## src/hw/rtl/bbcs_pkg.sv

```systemverilog
`timescale 1ns / 1ps
// ----------------------------------------------------------------------------
// bbcs_pkg
// Shared types and constants for the bounding box center and scale block.
// ----------------------------------------------------------------------------
package bbcs_pkg;

  localparam int COORD_WIDTH = 32;
  localparam int FRAC_BITS   = 16;
  localparam int EXT_OUT_W   = 20;
  localparam int SCALE_W     = 32;
  localparam int STATUS_W    = 2;

  // extent sum of three axes, nine times an extent, divider dividend
  localparam int SUM_W    = COORD_WIDTH + 2;
  localparam int NINE_W   = COORD_WIDTH + 4;
  localparam int NUM_W    = NINE_W + FRAC_BITS;
  localparam int DIV_STEPS = NUM_W;
  localparam int CNT_W    = $clog2(DIV_STEPS + 1);

  localparam logic signed [COORD_WIDTH-1:0] COORD_MAX = {1'b0, {(COORD_WIDTH-1){1'b1}}};
  localparam logic signed [COORD_WIDTH-1:0] COORD_MIN = {1'b1, {(COORD_WIDTH-1){1'b0}}};

  localparam logic [STATUS_W-1:0] STATUS_OK          = 2'd0;
  localparam logic [STATUS_W-1:0] STATUS_NO_POINTS   = 2'd1;
  localparam logic [STATUS_W-1:0] STATUS_ZERO_EXTENT = 2'd2;

  typedef struct packed {
    logic signed [COORD_WIDTH-1:0] point_x;
    logic signed [COORD_WIDTH-1:0] point_y;
    logic signed [COORD_WIDTH-1:0] point_z;
    logic                          last_point;
  } point_t;

  typedef struct packed {
    logic signed [COORD_WIDTH-1:0] center_x;
    logic signed [COORD_WIDTH-1:0] center_y;
    logic signed [COORD_WIDTH-1:0] center_z;
    logic        [EXT_OUT_W-1:0]   scaled_extent_x;
    logic        [EXT_OUT_W-1:0]   scaled_extent_y;
    logic        [EXT_OUT_W-1:0]   scaled_extent_z;
    logic        [SCALE_W-1:0]     scale_factor;
    logic        [STATUS_W-1:0]    status;
  } result_t;

  typedef enum logic [1:0] {
    OP_EXT_X,
    OP_EXT_Y,
    OP_EXT_Z,
    OP_SCALE
  } div_op_t;

  typedef enum logic [2:0] {
    ST_IDLE,
    ST_EXTENT,
    ST_SUM,
    ST_LOAD,
    ST_DIV,
    ST_EMIT
  } state_t;

  typedef struct packed {
    logic    acc_point;
    logic    cap_extent;
    logic    cap_sum;
    logic    div_load;
    logic    div_store;
    div_op_t op;
    logic    clear;
  } bbcs_cmd_t;

  typedef struct packed {
    logic need_div;
    logic div_done;
  } bbcs_sts_t;

endpackage

```

## src/hw/rtl/bbcs_div.sv

```systemverilog
`timescale 1ns / 1ps
// ----------------------------------------------------------------------------
// bbcs_div
// Restoring divider, one quotient bit per cycle, unsigned operands.
// ----------------------------------------------------------------------------
module bbcs_div
  import bbcs_pkg::*;
(
  input  logic             clk,
  input  logic             rst,
  input  logic             load,
  input  logic [NUM_W-1:0] num,
  input  logic [SUM_W-1:0] den,
  output logic [NUM_W-1:0] quo,
  output logic             done
);

  logic [SUM_W-1:0] rem;
  logic [SUM_W-1:0] divisor;
  logic [NUM_W-1:0] shreg;
  logic [CNT_W-1:0] cnt;
  logic [SUM_W:0]   trial;
  logic [SUM_W:0]   diff;
  logic             fits;

  always_comb begin
    trial = {rem, shreg[NUM_W-1]};
    diff  = trial - {1'b0, divisor};
    fits  = (trial >= {1'b0, divisor});
  end

  // dividend bits shift out the top while quotient bits shift in at the bottom
  always_ff @(posedge clk) begin
    if (rst) begin
      cnt  <= '0;
      done <= 1'b0;
    end else begin
      done <= 1'b0;
      if (load) begin
        cnt     <= CNT_W'(DIV_STEPS);
        rem     <= '0;
        shreg   <= num;
        divisor <= den;
      end else if (cnt != '0) begin
        cnt   <= cnt - 1'b1;
        rem   <= fits ? diff[SUM_W-1:0] : trial[SUM_W-1:0];
        shreg <= {shreg[NUM_W-2:0], fits};
        done  <= (cnt == CNT_W'(1));
      end
    end
  end

  assign quo = shreg;

  a_rem_below_divisor: assert property (@(posedge clk) disable iff (rst)
    (cnt != '0) |-> (rem < divisor))
    else $error("divider remainder not below divisor");

endmodule

```

## src/hw/rtl/bbcs_dp.sv

```systemverilog
`timescale 1ns / 1ps
// ----------------------------------------------------------------------------
// bbcs_dp
// Datapath: running box, extents, centers and the shared divider.
// ----------------------------------------------------------------------------
module bbcs_dp
  import bbcs_pkg::*;
(
  input  logic      clk,
  input  logic      rst,
  input  point_t    point,
  input  bbcs_cmd_t cmd,
  output bbcs_sts_t sts,
  output result_t   result
);

  logic signed [COORD_WIDTH-1:0] min_x, min_y, min_z;
  logic signed [COORD_WIDTH-1:0] max_x, max_y, max_z;
  logic                          any_point_seen;
  logic [COORD_WIDTH-1:0]        ext_x, ext_y, ext_z;
  logic [SUM_W-1:0]              sum;
  logic [COORD_WIDTH:0]          diff_x, diff_y, diff_z;
  logic [COORD_WIDTH-1:0]        ext_sel;
  logic [NINE_W-1:0]             nine_ext;
  logic [NUM_W-1:0]              div_num;
  logic [NUM_W-1:0]              quo;
  logic                          div_done;

  // max >= min whenever a point was seen, so the difference fits unsigned
  always_comb begin
    diff_x = {max_x[COORD_WIDTH-1], max_x} - {min_x[COORD_WIDTH-1], min_x};
    diff_y = {max_y[COORD_WIDTH-1], max_y} - {min_y[COORD_WIDTH-1], min_y};
    diff_z = {max_z[COORD_WIDTH-1], max_z} - {min_z[COORD_WIDTH-1], min_z};
  end

  always_ff @(posedge clk) begin
    if (rst || cmd.clear) begin
      min_x <= COORD_MAX;
      min_y <= COORD_MAX;
      min_z <= COORD_MAX;
      max_x <= COORD_MIN;
      max_y <= COORD_MIN;
      max_z <= COORD_MIN;
      any_point_seen <= 1'b0;
    end else if (cmd.acc_point) begin
      if (point.point_x < min_x) min_x <= point.point_x;
      if (point.point_y < min_y) min_y <= point.point_y;
      if (point.point_z < min_z) min_z <= point.point_z;
      if (point.point_x > max_x) max_x <= point.point_x;
      if (point.point_y > max_y) max_y <= point.point_y;
      if (point.point_z > max_z) max_z <= point.point_z;
      any_point_seen <= 1'b1;
    end
  end

  always_ff @(posedge clk) begin
    if (cmd.cap_extent) begin
      ext_x <= diff_x[COORD_WIDTH-1:0];
      ext_y <= diff_y[COORD_WIDTH-1:0];
      ext_z <= diff_z[COORD_WIDTH-1:0];
      if (any_point_seen) begin
        result.center_x <= min_x + $signed({1'b0, diff_x[COORD_WIDTH-1:1]});
        result.center_y <= min_y + $signed({1'b0, diff_y[COORD_WIDTH-1:1]});
        result.center_z <= min_z + $signed({1'b0, diff_z[COORD_WIDTH-1:1]});
      end else begin
        result.center_x <= '0;
        result.center_y <= '0;
        result.center_z <= '0;
      end
    end
    if (cmd.cap_sum) begin
      sum <= SUM_W'(ext_x) + SUM_W'(ext_y) + SUM_W'(ext_z);
      // defaults for the cases that skip the division
      result.scaled_extent_x <= '0;
      result.scaled_extent_y <= '0;
      result.scaled_extent_z <= '0;
      result.scale_factor    <= '1;
      if (!any_point_seen) begin
        result.status <= STATUS_NO_POINTS;
      end else if ((ext_x | ext_y | ext_z) == '0) begin
        result.status <= STATUS_ZERO_EXTENT;
      end else begin
        result.status <= STATUS_OK;
      end
    end
    if (cmd.div_store) begin
      unique case (cmd.op)
        OP_EXT_X: result.scaled_extent_x <= quo[EXT_OUT_W-1:0];
        OP_EXT_Y: result.scaled_extent_y <= quo[EXT_OUT_W-1:0];
        OP_EXT_Z: result.scaled_extent_z <= quo[EXT_OUT_W-1:0];
        OP_SCALE: result.scale_factor <=
                    (quo[NUM_W-1:SCALE_W] != '0) ? '1 : quo[SCALE_W-1:0];
        default:  result.scale_factor <= result.scale_factor;
      endcase
    end
  end

  // dividend: 9 * extent with the fraction shift, or 9 with a double shift
  always_comb begin
    case (cmd.op)
      OP_EXT_X: ext_sel = ext_x;
      OP_EXT_Y: ext_sel = ext_y;
      default:  ext_sel = ext_z;
    endcase
    nine_ext = NINE_W'({ext_sel, 3'b000}) + NINE_W'(ext_sel);
    if (cmd.op == OP_SCALE) begin
      div_num = NUM_W'(9) << (2 * FRAC_BITS);
    end else begin
      div_num = {nine_ext, {FRAC_BITS{1'b0}}};
    end
  end

  bbcs_div u_div (
    .clk  (clk),
    .rst  (rst),
    .load (cmd.div_load),
    .num  (div_num),
    .den  (sum),
    .quo  (quo),
    .done (div_done)
  );

  assign sts.need_div = (result.status == STATUS_OK);
  assign sts.div_done = div_done;

endmodule

```

## src/hw/rtl/bbcs_ctrl.sv

```systemverilog
`timescale 1ns / 1ps
// ----------------------------------------------------------------------------
// bbcs_ctrl
// Controller: point intake, result sequencing and divider scheduling.
// ----------------------------------------------------------------------------
module bbcs_ctrl
  import bbcs_pkg::*;
(
  input  logic      clk,
  input  logic      rst,
  input  logic      start,
  input  logic      last_point,
  input  bbcs_sts_t sts,
  output bbcs_cmd_t cmd,
  output logic      busy,
  output logic      done
);

  state_t  state, state_next;
  div_op_t op, op_next;

  always_ff @(posedge clk) begin
    if (rst) begin
      state <= ST_IDLE;
      op    <= OP_EXT_X;
    end else begin
      state <= state_next;
      op    <= op_next;
    end
  end

  always_comb begin
    state_next = state;
    op_next    = op;
    cmd        = '0;
    cmd.op     = op;
    busy       = (state != ST_IDLE);
    done       = 1'b0;
    unique case (state)
      ST_IDLE: begin
        if (start) begin
          cmd.acc_point = 1'b1;
          if (last_point) state_next = ST_EXTENT;
        end
      end
      ST_EXTENT: begin
        cmd.cap_extent = 1'b1;
        op_next        = OP_EXT_X;
        state_next     = ST_SUM;
      end
      ST_SUM: begin
        cmd.cap_sum = 1'b1;
        state_next  = ST_LOAD;
      end
      ST_LOAD: begin
        if (sts.need_div) begin
          cmd.div_load = 1'b1;
          state_next   = ST_DIV;
        end else begin
          state_next = ST_EMIT;
        end
      end
      ST_DIV: begin
        if (sts.div_done) begin
          cmd.div_store = 1'b1;
          if (op == OP_SCALE) begin
            state_next = ST_EMIT;
          end else begin
            op_next    = div_op_t'(op + 2'd1);
            state_next = ST_LOAD;
          end
        end
      end
      ST_EMIT: begin
        done       = 1'b1;
        cmd.clear  = 1'b1;
        state_next = ST_IDLE;
      end
      default: state_next = ST_IDLE;
    endcase
  end

  a_done_then_free: assert property (@(posedge clk) disable iff (rst)
    done |=> !busy)
    else $error("block still busy after result word");

  a_plain_point_no_stall: assert property (@(posedge clk) disable iff (rst)
    (start && !busy && !last_point) |=> !busy)
    else $error("non-final point word stalled the block");

  a_load_only_when_needed: assert property (@(posedge clk) disable iff (rst)
    cmd.div_load |-> (sts.need_div && !sts.div_done))
    else $error("divider loaded without a nonzero divisor");

endmodule

```

## src/hw/rtl/bounding_box_center_and_scale.sv

```systemverilog
`timescale 1ns / 1ps
// ----------------------------------------------------------------------------
// bounding_box_center_and_scale
// Running 3D bounding box with center, uniform scale and scaled extents.
// ----------------------------------------------------------------------------
// points without the last mark are taken one per cycle, busy stays low
// a last point raises busy; the extents and centers are captured, then their
// sum, then one bit-serial divider makes four passes (x, y, z extents, scale)
// before the result word; with no points or zero extent the divider is skipped
// done is high for exactly one cycle per result word; the receiver cannot stall
// reset empties the box (min at most positive, max at most negative) and idles
module bounding_box_center_and_scale
  import bbcs_pkg::*;
(
  input  logic    clk,
  input  logic    rst,
  input  logic    start,
  input  point_t  point,
  output logic    busy,
  output logic    done,
  output result_t result
);

  bbcs_cmd_t cmd;
  bbcs_sts_t sts;

  bbcs_ctrl u_ctrl (
    .clk        (clk),
    .rst        (rst),
    .start      (start),
    .last_point (point.last_point),
    .sts        (sts),
    .cmd        (cmd),
    .busy       (busy),
    .done       (done)
  );

  bbcs_dp u_dp (
    .clk    (clk),
    .rst    (rst),
    .point  (point),
    .cmd    (cmd),
    .sts    (sts),
    .result (result)
  );

endmodule

```

## config.mk

```make
export PLATFORM = sky130hd
export DESIGN_NAME = bounding_box_center_and_scale
export DESIGN_NICKNAME = d
export VERILOG_FILES = /design/src/hw/rtl/bbcs_pkg.sv /design/src/hw/rtl/bbcs_div.sv /design/src/hw/rtl/bbcs_dp.sv /design/src/hw/rtl/bbcs_ctrl.sv /design/src/hw/rtl/bounding_box_center_and_scale.sv
export SDC_FILE = /design/constraint.sdc
export NUM_CORES = 2
export LEC_CHECK = 0
export ABC_AREA = 1
export BUFFER_PORTS_ARGS = -buffer_cell sky130_fd_sc_hd__buf_2
export CORE_ASPECT_RATIO = 1.4
export CORE_MARGIN = 5
export CORE_UTILIZATION = 49
export DETAILED_ROUTE_END_ITERATION = 10
export GPL_TIMING_DRIVEN = 0
export PLACE_DENSITY = 0.67
export SETUP_SLACK_MARGIN = 0.2
export SLEW_MARGIN = 5
export SYNTH_ARGS = -nofsm -noshare
export SYNTH_HDL_FRONTEND = slang
export SYNTH_SLANG_ARGS = --single-unit
```

## constraint.sdc

```tcl
create_clock -name clk -period 16.8 [get_ports clk]
set_clock_uncertainty 0.15 [all_clocks]
set_input_delay 1.68 -clock clk [delete_from_list [all_inputs] [get_ports clk]]
set_output_delay 1.68 -clock clk [all_outputs]
set_load 0.01 [all_outputs]
```

# --- Word-level counts from Yosys, hierarchy flattened ---
# Cells that the tools add are included.
totals:
  regBits: 645
  latchBits: 0
  mem_bits_rw: 0
  mem_bits_ro: 0
  in_bits: 100
  output_inout_bits: 192
  word_cells: 120
  memories: 0
op_classes:
  n_addsub: 12
  n_mul: 0
  n_div: 0
  n_lt_le_gt_ge: 7
  eq_ne: 13
  shift: 0
  n_mux: 35
  bitwise_logic: 4
  n_reduce_logical: 22
op_table:
  columns: ["operator", "n"]
  rows:
  - ["52-bit two-way mux", 3]
  - ["32-bit adder", 3]
  - ["32-bit greater-than comparator", 3]
  - ["32-bit less-than comparator", 3]
  - ["32-bit subtractor", 3]
  - ["94-bit two-way mux", 1]
  - ["92-bit two-way mux", 1]
  - ["34-bit two-way mux", 2]
  - ["32-bit two-way mux", 2]
  - ["32-bit OR", 2]
  - ["32-bit one-hot mux with 2 select lines", 1]
  - ["20-bit two-way mux", 3]
  - ["35-bit by 32-bit adder with 36-bit output", 1]
  - ["35-bit by 34-bit >= comparator with 1-bit output", 1]
  - ["34-bit by 32-bit adder with 34-bit output", 1]
  - ["34-bit subtractor", 1]
  - ["32-bit by 32-bit adder with 33-bit output", 1]
  - ["32-bit zero test", 1]
  - ["20-bit nonzero test", 1]
  - ["2-bit AND reduction", 8]
  - ["3-bit one-hot mux with 5 select lines", 1]
  - ["3-bit two-way mux", 4]
  - ["6-bit two-way mux", 2]
  - ["1-bit two-way mux", 10]
  - ["22 further kinds", 34]

# --- Longest topological paths before layout ---
logic_depth:
  depth_word: 8
  ltp_mapped: 26
  depth_no_buf: 26

# --- By module ---
# A second synthesis with hierarchy kept.
unflattened:
  hier_cells: 6374
  area_unflattened_um2: 47160.2
modules_own_cells:
  columns: ["module", "n_inst", "cells_each", "area_per_inst_um2", "seq_area_each_um2"]
  rows:
  - ["bbcs_dp", 1, 5287, 38838.5, 12552.0]
  - ["bbcs_div", 1, 1037, 7993.9, 3743.6]
  - ["bbcs_ctrl", 1, 50, 327.8, 100.1]

# --- Worst setup path after synthesis ---
# No wires, ideal clock.
synth_timing:
  kind: "register -> register"
  from: "register u_ctrl.state[1]"
  to: "register u_dp.ext_x[0], enable pin"
  setup_time_ns: 0.747
  arrival_ns: 8.422
  required_time_ns: 15.903
  path_slack_ns: 7.481
  path_stages_with_launch: 4
  n_path_buf: 0
  synth_period_minus_slack_ns: 9.319
  path_cell_list: "dfxtp_1 > inv_1 > nand2_1 > nor2_1"
synth_between:
  elab_chain_len: 2
synth_lines:
  columns: ["item", "line", "source"]
  rows:
  - ["start, declared", "bbcs_ctrl.sv:19", "state_t state, state_next;"]
  - ["start signal, assigned", "bbcs_ctrl.sv:27", "state <= state_next;"]
  - ["3-bit by 1-bit == test with 1-bit output", "bbcs_ctrl.sv:39", "unique case (state)"]
  - ["1-bit two-way mux", "bbcs_ctrl.sv:39", null]
  - ["end signal, assigned", "bbcs_dp.sv:58", "ext_x <= diff_x[COORD_WIDTH-1:0];"]
  - ["end, declared", "bbcs_dp.sv:20", "logic [COORD_WIDTH-1:0] ext_x, ext_y, ext_z;"]
# No other way between the ends.
# A chain may end at the register's enable or synchronous reset.

# --- Worst setup path in the final report ---
layout_timing:
  from: "register u_dp.max_x[0]"
  to: "register, netlist name u_dp.result[180]"
layout_between:
  elab_chain_len: 2
layout_lines:
  columns: ["item", "line", "source"]
  rows:
  - ["start, declared", "bbcs_dp.sv:18", "logic signed [COORD_WIDTH-1:0] max_x, max_y, max_z;"]
  - ["start signal, assigned", "bbcs_dp.sv:49", "if (point.point_x > max_x) max_x <= point.point_x;"]
  - ["32-bit subtractor", "bbcs_dp.sv:31", "diff_x = {max_x[COORD_WIDTH-1], max_x} - {min_x[COORD_WIDTH-1], min_x};"]
  - ["via u_dp.diff_x[18]", "bbcs_dp.sv:22", "logic [COORD_WIDTH:0] diff_x, diff_y, diff_z;"]
  - ["32-bit adder", "bbcs_dp.sv:62", "result.center_x <= min_x + $signed({1'b0, diff_x[COORD_WIDTH-1:1]});"]
# The timed path passes the listed nets, and every way through them passes these cells.

==> results by group <==
Finish
  • Design area: 0.05319 mm²
  • Share of layout cells above drive strength 1: 7.289%
  • Filler cells: 9,377
  • Synthesis-to-finish area growth: 12.19%
  • Final layout net count: 7,426

Worst setup path
  • Most frequent CP cell: nand2_1
  • Crit path required time: 17.05 ns
  • Delay-heaviest family, CP: simple AND/OR/NAND/NOR gates
  • Setup crit end kind: flip-flop
  • Critical path arrival: 5.32 ns
  • CP max FO: 5
  • Slowest cell on crit path: o21ai_0
  • CP Launch Type: flip-flop
  • Critical path class: flip-flop to flip-flop
  • Worst path cell trace: inv_1, ha_1, inv_1, fa_1, nand3_1, nand2_1, a31oi_1, o21ai_0, nand2_1, nand2_1, nand2_1, nand2_1, xor2_1, ha_1, nand2_1, nor2_1, inv_1, nor2_1, nand4_1, nand3_1, nand2_1, nand2_1, a21oi_1, o21a_1
  • Worst path max stage delay: 0.62 ns
  • Critical path buffer and inverter count: 3

Die
  • Die Span X: 272.9 µm
  • IO Count: 292
  • Initial Util: 49.16%
  • Die area: 0.1032 mm²
  • Core region area: 0.09645 mm²
  • Die height: 378.1 µm
  • Num rows: 135

STA
  • Tcrit/Tclk final: 30.17%
  • Setup ws final: 11.73 ns
  • Final setup viols: 0
  • RSZ-0062 raised after global routing: false
  • Slew Viols, Final: 0
  • Max-slew headroom: 8.051%
  • Final hold violation count: 0
  • Worst-Margin Slew: 1.379 ns
  • Crit path time final: 5.069 ns
  • Setup_tns: 0 ns
  • Max Clk Rate: 197.3 MHz

Drt
  • Vias per cell: 5.593
  • WL final: 169.3 mm
  • Per-cell routed wire length: 20.80 µm
  • Drc violations: 0
  • Routed Antenna Nets: 0
  • Initial DRC count: 3,398
  • Pre-antenna DRT Iters: 6
  • Via count: 45,510

Placement
  • Instance area at placement: 0.05075 mm²
  • Port Buffer Count: 291
  • Gpl congestion: 1.023
  • Setup WS pre-CTS: 11.87 ns
  • Dpl hpwl: 140.4 mm

Yosys
  • Ys flop type: edfxtp_1
  • Yosys cell types: 53
  • Seq cells post-synth: 645
  • Synth Area in Simple Gates: 24.71%
  • Main combinational cell family by area after synthesis: simple AND/OR/NAND/NOR gates
  • Asr flop ratio synth: 0%
  • Top-area cell type share of the netlist area: 22.04%
  • Synth Area in Compound Gates: 14.57%
  • Area contributors post-synth: edfxtp_1 22%, ha_1 14%, dfxtp_1 13%
  • Number of synthesized flops with an enable pin: 348
  • Most frequent cell after synthesis: nand2_1
  • Post-Synthesis Cells: 6,398
  • Mux share of post-synthesis cell area: 0%
  • Dominant cell type by area after synthesis: edfxtp_1
  • Sequential fraction of the synthesis area: 34.58%
  • Synth Area in XOR/XNOR: 3.159%
  • Area of the mapped netlist: 0.04741 mm²
  • Synth warn: 0
  • Top cells by count, synth: 1,280 x nand2_1, 848 x inv_1, 775 x nor2_1
  • Syn Nets: 7,049
  • Synth Area per Inst: 7.411 µm²
  • Adder-Cell Fraction of Synth Area: 14.70%

Clocking
  • Clock sink total: 645
  • CTS tree: done
  • Post-CTS resize count: 0
  • Clk_lat worst skew: 0.66 ns
  • CTS Root Cell: clkbuf_16
  • Max Root-Sink Buffers: 3
  • CTS H-tree lvls: 3
  • Hold-fix buffers, CTS: 0
  • TritonCTS Buffers: 71
  • Postcts setup bufs: 0
  • Clk slew on worst S/H paths: 0.06 ns

Min path
  • Hold Crit Class: flip-flop to flip-flop

GRT
  • Vias in the first global route: 43,780
  • First-pass GRT wire length: 252.8 mm
  • Largest net degree at the start of global routing: 53
  • GRT overflow: 0
  • Total GRT Usage: 31.70%
  • Initial antenna violation count: 14

Power and ir drop
  • Lkg Pwr: 0.02588 µW
  • Max VDD drop: 0.00009173 V
  • PwrDens: 160.0 mW/mm²

Run status
  • Status: complete, no violations

Run
  • Max-cap violations: 0
-- layout make-up --
| cell class | instances | area [µm²] | area share (%) |
|---|---|---|---|
| tap | 1301 | 1628 | 3.060 |
| clock buffer | 97 | 2145 | 4.032 |
| multi-input combinational | 4732 | 27110 | 50.96 |
| antenna | 5 | 12.51 | 0.02352 |
| inverter | 861 | 3234 | 6.081 |
| clock inverter | 33 | 281.5 | 0.5293 |
| timing repair buffer | 304 | 1689 | 3.176 |
| buffer | 160 | 696.9 | 1.310 |
| sequential | 645 | 16400 | 30.82 |
-- logic make-up (layout without fill, tap and decap cells) --
kind of cell / after synthesis / count (layout)
buffers and inverters: 1021 / 1455
AND/OR/NAND/NOR: 2773 / 2773
adder cells (fa/ha/maj): 551 / 551
flip-flops: 645 / 645
AO/OA/AOI/OAI: 1237 / 1237
XOR/XNOR: 171 / 171
other: 0 / 5
-- through the flow --
step	cells	total power (µW)	util [%]	hold WS, ns
5_1_grt	8134	9109	55.14	0.2753
3_5_place_dp	8003	6802	52.62	0.2545
6_report	8138	8511	55.15	0.2686
2_1_floorplan	6398	5389	-	0.2503
4_1_cts	8133	8467	55.14	0.2693
3_3_place_gp	7990	6778	52.36	0.2534
-- flip-flops by register name, summed over array words and instances (netlist names) --
name,count
u_ctrl.op,2
u_ctrl.state,3
u_dp.any_point_seen,1
u_dp.ext_x,32
u_dp.ext_y,32
u_dp.ext_z,32
u_dp.max_x,32
u_dp.max_y,32
u_dp.max_z,32
u_dp.min_x,32
u_dp.min_y,32
u_dp.min_z,32
u_dp.result,190
u_dp.sum,34
u_dp.u_div.cnt,6
u_dp.u_div.divisor,34
u_dp.u_div.done,1
u_dp.u_div.quo,52
u_dp.u_div.rem,34
-- cell usage in the layout (no fill, tap or decap), drive strengths merged, types with 225 or more instances in the layout --
master	instances
nand4	225
ha	541
buf	362
o21ai	392
nand2	1281
a21oi	553
dfxtp	297
nor2	777
nand3	323
inv	870
edfxtp	348
-- path summary, 6_finish.rpt --
check | startpoint | to | slack (ns) | cells past startpoint
min | u_dp.sum[21] | u_dp.u_div.divisor[21] | 0.27 | 0
min reg2reg | u_dp.sum[21] | u_dp.u_div.divisor[21] | 0.27 | 0
max reg2reg | u_dp.max_x[0] | u_dp.result[180] | 11.73 | 24
max | u_dp.max_x[0] | u_dp.result[180] | 11.73 | 24
-- worst register-to-register path, stage by stage (launching register included) --
cell     delay, ns
dfxtp_1       0.33
inv_1         0.07
ha_1          0.19
inv_1         0.08
fa_1          0.21
nand3_1       0.09
nand2_1       0.13
a31oi_1       0.14
o21ai_0       0.62
nand2_1       0.11
nand2_1       0.18
nand2_1       0.07
nand2_1       0.07
xor2_1        0.39
ha_1          0.32
nand2_1       0.13
nor2_1        0.15
inv_1         0.08
nor2_1        0.35
nand4_1       0.31
nand3_1       0.26
nand2_1       0.09
nand2_1       0.11
a21oi_1       0.08
o21a_1        0.11
-- per-layer routing --
layer,global-route usage [%],part of all wire (%)
met5,0,0.041
met4,17.65,6.6
met3,4.145,5.6
met1,36.95,39
met2,56.15,49
-- power by group --
group	total, µW	internal (µW)	switching (µW)
clock	1640	949	694
combinational	4540	1450	3090
sequential	2330	2090	240
Note: power is estimated with default switching activity, not from simulation.
